File: config.mk
export PLATFORM = sky130hd
export DESIGN_NAME = srtf_tick_scheduler
export DESIGN_NICKNAME = d
export VERILOG_FILES = /design/src/rtl/core/srtf_pkg.sv /design/src/rtl/core/srtf_tick_scheduler.sv
export VERILOG_INCLUDE_DIRS = /design/src /design/src/rtl/core
export SDC_FILE = /design/constraint.sdc
export NUM_CORES = 1
export LEC_CHECK = 0
export ABC_AREA = 0
export BUFFER_PORTS_ARGS = -buffer_cell sky130_fd_sc_hd__buf_2
export CORE_ASPECT_RATIO = 1.1
export CORE_UTILIZATION = 56
export CTS_CLUSTER_DIAMETER = 80
export DETAILED_ROUTE_END_ITERATION = 7
export PLACE_DENSITY = 0.75
export SLEW_MARGIN = 10
export SYNTH_ARGS = -nofsm -noshare
export SYNTH_HDL_FRONTEND = slang
export SYNTH_SLANG_ARGS = --single-unit
File: constraint.sdc
create_clock -name clk -period 3.8 [get_ports clk]
set_input_delay 0.38 -clock clk [delete_from_list [all_inputs] [get_ports clk]]
set_output_delay 0.38 -clock clk [all_outputs]
set_load 0.01 [all_outputs]
File: src/rtl/core/srtf_tick_scheduler_macros.svh
// ----------------------------------------------------------------------------
// SRTF tick scheduler assertion macros
// Concurrent checks on clk, disabled while rst_n is low.
// ----------------------------------------------------------------------------
`ifndef SRTF_TICK_SCHEDULER_MACROS_SVH
`define SRTF_TICK_SCHEDULER_MACROS_SVH

`ifndef SYNTHESIS
// Same-cycle implication
`define SRTF_ASSERT_IMP(label, ante, cons, msg) \
    label: assert property (@(posedge clk) disable iff (!rst_n) (ante) |-> (cons)) \
        else $error(msg);
// Next-cycle implication
`define SRTF_ASSERT_NXT(label, ante, cons, msg) \
    label: assert property (@(posedge clk) disable iff (!rst_n) (ante) |=> (cons)) \
        else $error(msg);
`else
`define SRTF_ASSERT_IMP(label, ante, cons, msg)
`define SRTF_ASSERT_NXT(label, ante, cons, msg)
`endif

`endif

File: src/rtl/core/srtf_pkg.sv
// ----------------------------------------------------------------------------
// SRTF scheduler package
// Table size, field widths, stream word layout and command codes.
// ----------------------------------------------------------------------------
package srtf_pkg;

    localparam int MAX_PROCS = 16;
    localparam int IDX_W     = (MAX_PROCS > 1) ? $clog2(MAX_PROCS) : 1;

    localparam int CMD_W  = 2;
    localparam int SLOT_W = 4;
    localparam int TIME_W = 16;

    // Table entry: {arrival, initial burst, remaining}
    localparam int ENTRY_W = 3 * TIME_W;

    localparam int S_TDATA_W = ((SLOT_W + 2 * TIME_W + 7) / 8) * 8;
    localparam int S_TUSER_W = CMD_W;
    localparam int M_TDATA_W = ((SLOT_W + TIME_W + 1 + 7) / 8) * 8;
    localparam int M_TUSER_W = 1;

    typedef logic [CMD_W-1:0] cmd_t;

    localparam cmd_t CMD_LOAD  = 2'd0;
    localparam cmd_t CMD_TICK  = 2'd1;
    localparam cmd_t CMD_CLEAR = 2'd2;

endpackage

File: src/rtl/core/srtf_tick_scheduler.sv
// ----------------------------------------------------------------------------
// SRTF tick scheduler
// Preemptive shortest-remaining-time-first selection over a process table.
// ----------------------------------------------------------------------------
// A load word writes one table slot and a clear word empties the table and
// zeroes the clock. A tick word is accepted, then each slot is read in turn
// through the table's single synchronous read port, a last state finishes the
// final compare, and a write state writes back the chosen entry and presents
// the result, waiting there until the output register is free. The table
// is a single memory and the valid bits are flip-flops, so no clearing pass
// is needed after reset or a clear. A result waits in the output register
// while load and clear words continue to be taken.
module srtf_tick_scheduler
(
    input  logic                           clk,
    input  logic                           rst_n,
    input  logic                           s_axis_tvalid,
    output logic                           s_axis_tready,
    // slot [3:0], burst [19:4], arrival [35:20], zero pad
    input  logic [srtf_pkg::S_TDATA_W-1:0] s_axis_tdata,
    // command [1:0]
    input  logic [srtf_pkg::S_TUSER_W-1:0] s_axis_tuser,
    output logic                           m_axis_tvalid,
    input  logic                           m_axis_tready,
    // ran_slot [3:0], tick_time [19:4], all_done [20], zero pad
    output logic [srtf_pkg::M_TDATA_W-1:0] m_axis_tdata,
    // idle [0]
    output logic [srtf_pkg::M_TUSER_W-1:0] m_axis_tuser
);

    import srtf_pkg::*;

`include "srtf_tick_scheduler_macros.svh"

    typedef enum logic [1:0] {
        ST_IDLE,
        ST_SCAN,
        ST_LAST,
        ST_WRITE
    } state_t;

    localparam logic [IDX_W-1:0] LAST_IDX = IDX_W'(MAX_PROCS - 1);

    // Table memory
    logic [ENTRY_W-1:0] mem [MAX_PROCS];
    logic [ENTRY_W-1:0] rd_data_reg;
    logic               mem_we;
    logic [IDX_W-1:0]   mem_waddr;
    logic [ENTRY_W-1:0] mem_wdata;

    // Control and selection registers
    state_t                state_reg,      state_next;
    logic [IDX_W-1:0]      scan_idx_reg,   scan_idx_next;
    logic                  cmp_vld_reg,    cmp_vld_next;
    logic [IDX_W-1:0]      cmp_idx_reg,    cmp_idx_next;
    logic [MAX_PROCS-1:0]  valid_reg,      valid_next;
    logic [TIME_W-1:0]     clock_reg,      clock_next;
    logic                  found_reg,      found_next;
    logic [IDX_W-1:0]      best_idx_reg,   best_idx_next;
    logic [TIME_W-1:0]     best_rem_reg,   best_rem_next;
    logic [TIME_W-1:0]     best_burst_reg, best_burst_next;
    logic [TIME_W-1:0]     best_arr_reg,   best_arr_next;
    logic [1:0]            active_cnt_reg, active_cnt_next;
    logic                  out_valid_reg,  out_valid_next;
    logic [M_TDATA_W-1:0]  out_data_reg,   out_data_next;
    logic [M_TUSER_W-1:0]  out_user_reg,   out_user_next;

    // Input word fields
    cmd_t              cmd_in;
    logic [SLOT_W-1:0] slot_in;
    logic [TIME_W-1:0] burst_in;
    logic [TIME_W-1:0] arr_in;
    logic              slot_in_range;
    logic              in_accept;

    // Compare stage
    logic [TIME_W-1:0] c_rem;
    logic [TIME_W-1:0] c_burst;
    logic [TIME_W-1:0] c_arr;
    logic              c_live;
    logic              c_ready;
    logic              c_beats;
    logic              all_done;
    logic [SLOT_W-1:0] ran_slot;
    logic              out_free;

    assign cmd_in        = s_axis_tuser[CMD_W-1:0];
    assign slot_in       = s_axis_tdata[SLOT_W-1:0];
    assign burst_in      = s_axis_tdata[SLOT_W +: TIME_W];
    assign arr_in        = s_axis_tdata[SLOT_W + TIME_W +: TIME_W];
    assign slot_in_range = (32'(slot_in) < MAX_PROCS);

    assign s_axis_tready = (state_reg == ST_IDLE);
    assign in_accept     = s_axis_tvalid && s_axis_tready;

    assign m_axis_tvalid = out_valid_reg;
    assign m_axis_tdata  = out_data_reg;
    assign m_axis_tuser  = out_user_reg;

    assign c_rem   = rd_data_reg[0 +: TIME_W];
    assign c_burst = rd_data_reg[TIME_W +: TIME_W];
    assign c_arr   = rd_data_reg[2 * TIME_W +: TIME_W];
    assign c_live  = valid_reg[cmp_idx_reg] && (c_rem != '0);
    assign c_ready = c_live && (clock_reg >= c_arr);
    // Strict compares keep the lower slot on a full tie
    assign c_beats = !found_reg || (c_rem < best_rem_reg) ||
                     ((c_rem == best_rem_reg) && (c_burst < best_burst_reg));

    // Done when no entry has time left, or when only the chosen entry had time left and it just ran out
    assign all_done = found_reg ? ((active_cnt_reg == 2'd1) && (best_rem_reg == TIME_W'(1)))
                                : (active_cnt_reg == 2'd0);
    assign ran_slot = found_reg ? SLOT_W'(best_idx_reg) : '0;
    assign out_free = !out_valid_reg || m_axis_tready;

    // Memory write port: loads in idle, write-back of the chosen entry
    always_comb
    begin
        mem_we    = 1'b0;
        mem_waddr = best_idx_reg;
        mem_wdata = {best_arr_reg, best_burst_reg, best_rem_reg - TIME_W'(1)};
        if (state_reg == ST_IDLE)
        begin
            mem_waddr = IDX_W'(slot_in);
            mem_wdata = {arr_in, burst_in, burst_in};
            mem_we    = in_accept && (cmd_in == CMD_LOAD) && slot_in_range;
        end
        else if (state_reg == ST_WRITE)
        begin
            mem_we = found_reg;
        end
    end

    always_ff @(posedge clk)
    begin
        if (mem_we)
        begin
            mem[mem_waddr] <= mem_wdata;
        end
        rd_data_reg <= mem[scan_idx_reg];
    end

    always_comb
    begin
        state_next      = state_reg;
        scan_idx_next   = scan_idx_reg;
        cmp_vld_next    = cmp_vld_reg;
        cmp_idx_next    = cmp_idx_reg;
        valid_next      = valid_reg;
        clock_next      = clock_reg;
        found_next      = found_reg;
        best_idx_next   = best_idx_reg;
        best_rem_next   = best_rem_reg;
        best_burst_next = best_burst_reg;
        best_arr_next   = best_arr_reg;
        active_cnt_next = active_cnt_reg;
        out_valid_next  = out_valid_reg;
        out_data_next   = out_data_reg;
        out_user_next   = out_user_reg;

        if (out_valid_reg && m_axis_tready)
        begin
            out_valid_next = 1'b0;
        end

        unique case (state_reg)
            ST_IDLE:
            begin
                if (in_accept)
                begin
                    unique case (cmd_in)
                        CMD_LOAD:
                        begin
                            if (slot_in_range)
                            begin
                                valid_next[IDX_W'(slot_in)] = 1'b1;
                            end
                        end
                        CMD_TICK:
                        begin
                            found_next      = 1'b0;
                            active_cnt_next = 2'd0;
                            scan_idx_next   = '0;
                            state_next      = ST_SCAN;
                        end
                        CMD_CLEAR:
                        begin
                            valid_next = '0;
                            clock_next = '0;
                        end
                        default:
                        begin
                            // drop unused command
                        end
                    endcase
                end
            end
            ST_SCAN:
            begin
                cmp_vld_next  = 1'b1;
                cmp_idx_next  = scan_idx_reg;
                scan_idx_next = scan_idx_reg + 1'b1;
                if (scan_idx_reg == LAST_IDX)
                begin
                    state_next = ST_LAST;
                end
            end
            ST_LAST:
            begin
                cmp_vld_next = 1'b0;
                state_next   = ST_WRITE;
            end
            ST_WRITE:
            begin
                // hold the result and clock update until the output register is free
                if (out_free)
                begin
                    out_valid_next = 1'b1;
                    out_data_next  = M_TDATA_W'({all_done, clock_reg, ran_slot});
                    out_user_next  = M_TUSER_W'(!found_reg);
                    if (clock_reg != '1)
                    begin
                        clock_next = clock_reg + 1'b1;
                    end
                    state_next = ST_IDLE;
                end
            end
            default:
            begin
                state_next = ST_IDLE;
            end
        endcase

        if (cmp_vld_reg)
        begin
            if (c_live && (active_cnt_reg != 2'd2))
            begin
                active_cnt_next = active_cnt_reg + 2'd1;
            end
            if (c_ready && c_beats)
            begin
                found_next      = 1'b1;
                best_idx_next   = cmp_idx_reg;
                best_rem_next   = c_rem;
                best_burst_next = c_burst;
                best_arr_next   = c_arr;
            end
        end
    end

    always_ff @(posedge clk or negedge rst_n)
    begin
        if (!rst_n)
        begin
            state_reg      <= ST_IDLE;
            scan_idx_reg   <= '0;
            cmp_vld_reg    <= 1'b0;
            cmp_idx_reg    <= '0;
            valid_reg      <= '0;
            clock_reg      <= '0;
            found_reg      <= 1'b0;
            best_idx_reg   <= '0;
            best_rem_reg   <= '0;
            best_burst_reg <= '0;
            best_arr_reg   <= '0;
            active_cnt_reg <= 2'd0;
            out_valid_reg  <= 1'b0;
            out_data_reg   <= '0;
            out_user_reg   <= '0;
        end
        else
        begin
            state_reg      <= state_next;
            scan_idx_reg   <= scan_idx_next;
            cmp_vld_reg    <= cmp_vld_next;
            cmp_idx_reg    <= cmp_idx_next;
            valid_reg      <= valid_next;
            clock_reg      <= clock_next;
            found_reg      <= found_next;
            best_idx_reg   <= best_idx_next;
            best_rem_reg   <= best_rem_next;
            best_burst_reg <= best_burst_next;
            best_arr_reg   <= best_arr_next;
            active_cnt_reg <= active_cnt_next;
            out_valid_reg  <= out_valid_next;
            out_data_reg   <= out_data_next;
            out_user_reg   <= out_user_next;
        end
    end

    `SRTF_ASSERT_IMP(a_no_cmp_in_idle, s_axis_tready, !cmp_vld_reg, "compare active while idle")
    `SRTF_ASSERT_IMP(a_best_live, (state_reg == ST_WRITE) && found_reg, valid_reg[best_idx_reg] && (best_rem_reg != '0), "chosen entry not live")
    `SRTF_ASSERT_IMP(a_idle_slot_zero, out_valid_reg && out_user_reg[0], out_data_reg[SLOT_W-1:0] == '0, "idle tick with nonzero slot")
    `SRTF_ASSERT_NXT(a_clock_adv, (state_reg == ST_WRITE) && out_free, (clock_reg == $past(clock_reg) + 1'b1) || ($past(clock_reg) == '1), "clock did not advance on tick")

endmodule

Yosys cells after proc, flatten, opt, wreduce, memory -nomap -nowiden
Memories as Yosys holds them, arrays and structs flattened. A register that Yosys moved wholly into a read port is not among the register bits.
Index checks and enable logic that the tools add are counted.
Word-level totals
  memories kept: 1
  bits in latches: 0
  bits of input ports: 46
  logic and storage cells: 113
  RAM bits: 768
  bits in read-only memories: 0
  register bits after elaboration: 121
Memory list
  mem: depth 16, width 48, rd ports 1, clocked after memory_dff 1, write ports 1, line srtf_tick_scheduler.sv:45  | logic [ENTRY_W-1:0] mem [MAX_PROCS];
Cells by class
  add/sub/neg operators: 4
  reduce and logical (&&, ||, !) cells: 29
  equal/unequal tests: 17
  divide/modulo/power cells: 0
  multiply operators: 0
  shift-type cells: 0
  bitwise gates (word level): 1
  mux-type cells: 40
  $lt $le $gt $ge: 6
Operators with widths (count)
  16-bit two-way mux: 4
  16-bit one-hot mux with 2 select lines: 2
  48-bit two-way mux: 1
  16-bit less-than comparator: 2
  2-bit two-way mux: 9
  16-bit by 1-bit adder with 16-bit output, second input constant: 1
  16-bit by 1-bit == test with 1-bit output, second input constant: 1
  16-bit == test: 1
  16-bit >= comparator: 1
  4-bit two-way mux: 4
  16-bit inequality test, second input constant: 1
  16-bit bitwise OR: 1
  16-bit nonzero test: 1
  16-bit by 1-bit subtractor with 16-bit output, second input constant: 1
  1-bit two-way mux: 15
  1-bit logical AND: 10
  4-bit by 5-bit less-than comparator with 1-bit output, second input constant: 2
  2-bit by 1-bit inequality test with 1-bit output, second input constant: 4
  2-bit one-hot mux with 4 select lines: 1
  4-bit one-hot mux with 2 select lines: 1
  2-bit nonzero test: 4
  2-bit by 1-bit == test with 1-bit output, second input constant: 3
  2-bit == test, second input constant: 3
  2-bit logical NOT: 3
  14 further kinds: 21

Depth between registers and ports, before layout
  depth in word-level cells: 7
  mapped depth: 12
  gate-level depth less buffers: 8

Worst setup path before layout
Ideal clock, no wire load.
  path kind: register to register
  start point: register state_reg[0]
  end point: memory mem[9][0] in the netlist's numbering (enable)
  stages on the path, launching flop included: 8
  path slack: -228 ps
  library setup time: 454 ps
  arrival time: 3574 ps
  cells stage by stage: dfrtp_1 > inv_1 > ha_1 > clkbuf_1 > clkbuf_1 > a22o_1 > nand2_1 > nor2_1
On the way
  word-level cells in the longest chain between the ends: 6
  elaborated cells on any way between the ends: 9
RTL lines
  start: declaration: line srtf_tick_scheduler.sv:52  | state_t state_reg, state_next;
  start signal: assignment: line srtf_tick_scheduler.sv:272  | state_reg <= state_next;
  2-bit logical NOT *: line srtf_tick_scheduler.sv:93  | assign s_axis_tready = (state_reg == ST_IDLE);
  via s_axis_tready: line srtf_tick_scheduler.sv:18  | output logic s_axis_tready,
  1-bit logical AND: line srtf_tick_scheduler.sv:94  | assign in_accept = s_axis_tvalid && s_axis_tready;
  1-bit logical AND: line srtf_tick_scheduler.sv:125  | mem_we = in_accept && (cmd_in == CMD_LOAD) && slot_in_range;
  1-bit two-way mux: line srtf_tick_scheduler.sv:121  | if (state_reg == ST_IDLE)
  1-bit two-way mux: line srtf_tick_scheduler.sv:135  | if (mem_we)
  1-bit two-way mux (not written as such): line srtf_tick_scheduler.sv:137  | mem[mem_waddr] <= mem_wdata;
  end: declaration: line srtf_tick_scheduler.sv:45
The timed path passes the listed nets; every way through them passes the cells marked *.

Worst setup path after layout
  start point: register best_rem_reg[14]
  end point: register best_arr_reg[15]
On the way
  word-level cells in the longest chain between the ends: 5
  elaborated cells on any way between the ends: 7
RTL lines
  start: declaration: line srtf_tick_scheduler.sv:60  | logic [TIME_W-1:0] best_rem_reg, best_rem_next;
  start signal: assignment: line srtf_tick_scheduler.sv:280  | best_rem_reg <= best_rem_next;
  16-bit less-than comparator or 16-bit == test (tied branches): line srtf_tick_scheduler.sv:106, srtf_tick_scheduler.sv:107
  1-bit logical OR or 1-bit logical AND (tied branches): line srtf_tick_scheduler.sv:106, srtf_tick_scheduler.sv:107
  1-bit logical OR *: line srtf_tick_scheduler.sv:106  | assign c_beats = !found_reg || (c_rem < best_rem_reg) ||
  1-bit logical AND *: line srtf_tick_scheduler.sv:239  | if (c_ready && c_beats)
  2-bit AND reduction (no source line) *
  end signal: assignment: line srtf_tick_scheduler.sv:282  | best_arr_reg <= best_arr_next;
  end: declaration: line srtf_tick_scheduler.sv:62  | logic [TIME_W-1:0] best_arr_reg, best_arr_next;
Every way passes the cells marked *; elsewhere a longest branch is shown, timed or not.
A chain may end at the register's enable or synchronous reset.

==> impl_metrics.env <==
export IMPL_p_total_mw=34.2
export IMPL_core_um2=66800
export IMPL_ys_ff_latch=937
export IMPL_drc=0
export IMPL_path_buf_inv=1
export IMPL_gp_congestion=0.888
export IMPL_rsz0062_at_grt="no"
export IMPL_worstSkewPairLatency_ns=0.65
export IMPL_design_area_um2=43000
export IMPL_clockBufferDepth=3
export IMPL_power_density_nw_per_um2=794
export IMPL_cts_htree_levels=3
export IMPL_holdCritPathClass="input pin to flip-flop"
export IMPL_antenna_found_initial=0
export IMPL_fin_util_pct=64.4
export IMPL_final_cell_mix="edfxtp_1 (768), mux4_2 (244), dfrtp_1 (116)"
export IMPL_grt_overflow_total=0
export IMPL_synthArstFlopShare_pct=12.9
export IMPL_largest_reg_flops=768
export IMPL_synth_simple_area_share_pct=4.27
export IMPL_avgSynthCellArea_um2=18.5
export IMPL_cap_violations=0
export IMPL_synthCells=2059
export IMPL_synthesis_area_um2=38100
export IMPL_peakVddDrop_uv=706
export IMPL_grt_use_total_pct=26.5
export IMPL_leakage_nw=14.7
export IMPL_mostFrequentLayoutCell="edfxtp_1"
export IMPL_dominantRegCellSynth="edfxtp_1"
export IMPL_die_y_um=276
export IMPL_hold_depth=2
export IMPL_r2r_cells=8
export IMPL_crit_chain="inv_1 -> ha_1 -> nand4_2 -> or4_4 -> a21oi_1 -> or3_2 -> and3_4 -> o211ai_1"
export IMPL_synth_top_family_by_area="multiplexers"
export IMPL_avgViaCountPerCell=6.57
export IMPL_cpMaxStageDelayCell="and3_4"
export IMPL_worstPathRequired_ns=4.26
export IMPL_tritoncts="done"
export IMPL_cts_buffers=93
export IMPL_drt_iter0_drc=2235
export IMPL_timing_clock_skew_ns=0.0292
export IMPL_hpwlAfterDp_um=46500
export IMPL_tightest_slew_ns=1.08
export IMPL_ys_types=58
export IMPL_io_pins=73
export IMPL_area_growth_synth_to_final_pct=12.9
export IMPL_vias=20351
export IMPL_n_antenna_cell=0
export IMPL_setup_worst_path_end_class="flip-flop"
export IMPL_grt_pass1_vias=21182
export IMPL_detail_route_antenna_nets=0
export IMPL_crit_cells=8
export IMPL_grt_pass1_wl_um=133000
export IMPL_wl_per_cell_um=28.7
export IMPL_dpl_cell_count=2923
export IMPL_ys_warn_count=0
export IMPL_slew_headroom_pct=27.8
export IMPL_rows=99
export IMPL_final_nets=2265
export IMPL_dr_pass1_iters=6
export IMPL_seq_area_frac_synth_pct=71.0
export IMPL_final_hold_viol_count=0
export IMPL_floorplan_initialDensity_pct=57.1
export IMPL_setup_viol=0
export IMPL_critical_path_top_delay_family="simple AND/OR/NAND/NOR gates"
export IMPL_clkSlewWorstSetupHoldPaths_ns=0.07
export IMPL_synthMuxAreaShare_pct=15.6
export IMPL_critPathMaxFanout=53
export IMPL_cp_start_kind="flip-flop"
export IMPL_path_class="flip-flop to flip-flop"
export IMPL_die_width_um=251
export IMPL_die_area_um2=69100
export IMPL_routed_wl_um=89000
export IMPL_max_freq_mhz=317
export IMPL_place_area_um2=39800
export IMPL_yosys_area_share_adder_pct=1.90
export IMPL_fin_crit_sh_pct=83.1
export IMPL_finalCriticalPeriod_ns=3.16
export IMPL_numClockSinks=937
export IMPL_fin_cells=3099
export IMPL_layout_drive_gt1_share_pct=28.3
export IMPL_synth_xor_area_share_pct=0.414
export IMPL_grt_max_degree=77
export IMPL_maxSlewViolCount=0
export IMPL_cts_root_buf="clkbuf_16"
export IMPL_crit_arrival_ns=3.62
export IMPL_status="finished, final reports clean"
export IMPL_synth_compound_area_share_pct=4.60
export IMPL_cts_resized=0
export IMPL_fill_cells=4304
export IMPL_synth_edf_count=768
export IMPL_cpPeakStageDelay_ns=0.89
export IMPL_portBuffers=65
==> power by group <==
| part | total (mW) | switching, mW | internal (mW) |
|---|---|---|---|
| Combinational | 9.88 | 5.85 | 4.02 |
| Sequential | 14.8 | 0.992 | 13.8 |
| Clock | 9.52 | 3.85 | 5.67 |
==> synthesized netlist by cell type (3+ instances only) <==
| cell type | number | area [um^2] |
|---|---|---|
| nand2_1 | 77 | 289 |
| nand3_1 | 63 | 315 |
| mux4_2 | 244 | 5500 |
| inv_1 | 60 | 225 |
| a211oi_1 | 4 | 30.0 |
| xnor2_1 | 18 | 158 |
| and3_1 | 9 | 56.3 |
| buf_2 | 20 | 100 |
| o211ai_2 | 50 | 626 |
| o211ai_1 | 3 | 22.5 |
| a21oi_1 | 33 | 165 |
| nor3_1 | 17 | 85.1 |
| o21ai_0 | 103 | 515 |
| or3_1 | 3 | 18.8 |
| mux2i_1 | 6 | 60.1 |
| nor2b_1 | 8 | 50.1 |
| mux2_2 | 34 | 383 |
| nor4_1 | 8 | 50.1 |
| a31oi_1 | 10 | 62.6 |
| dfxtp_1 | 48 | 961 |
| o31ai_1 | 5 | 37.5 |
| o21ai_1 | 16 | 80.1 |
| buf_12 | 6 | 120 |
| dfrtp_1 | 121 | 3030 |
| a22o_1 | 5 | 43.8 |
| buf_1 | 14 | 52.6 |
| a21o_1 | 4 | 30.0 |
| nand2b_1 | 4 | 25.0 |
| edfxtp_1 | 768 | 23100 |
| buf_4 | 3 | 22.5 |
| clkbuf_1 | 86 | 323 |
| nand4_1 | 60 | 375 |
| nor2_1 | 60 | 225 |
| ha_1 | 58 | 726 |
==> metrics by stage <==
| stage | hold slack (ns) | TNS [ns] | setup slack, ns |
|---|---|---|---|
| after floorplan | 0.0844 | -159.84 | -0.228 |
| after global placement | 0.458 | 0 | 0.803 |
| after detailed placement | 0.467 | 0 | 0.689 |
| after CTS | 0.0786 | 0 | 0.690 |
| after global routing | 0.0974 | 0 | 0.537 |
| final | 0.118 | 0 | 0.643 |
==> layout make-up <==
type                            instances  area, um^2  share of cell area (%)
Sequential cell                       937       27100                    62.9
Timing Repair Buffer                  134        1090                    2.52
Inverter                               60         225                   0.523
Clock inverter                         48         607                    1.41
Tap cell                              858        1070                    2.50
Clock buffer                          127        2590                    6.01
Multi-Input combinational cell        935       10400                    24.1
==> final timing paths <==
check | startpoint | to | slack, ns
max | best_rem_reg[14] | best_arr_reg[15] | 0.64
min | s_axis_tuser[1] | scan_idx_reg[2] | 0.12
max reg2reg | best_rem_reg[14] | best_arr_reg[15] | 0.64
min reg2reg | m_axis_tdata[2] | m_axis_tdata[2] | 0.47
max in group asynchronous | rst_n | best_burst_reg[8] | 2.24
min in group asynchronous | rst_n | m_axis_tdata[17] | 0.48
==> layer usage <==
| layer | part of all wire (%) | global-route usage [%] |
|---|---|---|
| met1 | 39 | 35.6 |
| met2 | 50 | 44.0 |
| met3 | 8.5 | 4.84 |
| met4 | 3.1 | 10.0 |
| met5 | 0 | 0 |
==> worst reg2reg max path, cell delays in order, from the launching register on <==
cell and delay, ns:
dfrtp_1 0.40, inv_1 0.08, ha_1 0.33, nand4_2 0.13
or4_4 0.59, a21oi_1 0.13, or3_2 0.13, and3_4 0.89
o211ai_1 0.28
==> repair_timing <==
action / in CTS / in global routing
setup buffers: 0 / 0
endpoints found under the hold margin: 74 / 0
hold buffers: 1 / 0
endpoints found under the setup margin: 0 / 0
==> cell families after synthesis <==
| kind of cell | after synthesis |
|---|---|
| AO/OA/AOI/OAI | 248 |
| XOR/XNOR | 18 |
| adder cells (fa/ha/maj) | 58 |
| buffers and inverters | 189 |
| flip-flops | 937 |
| multiplexers | 284 |
| other | 1 |
| AND/OR/NAND/NOR | 324 |
Note: power is estimated with default switching activity, not from simulation.
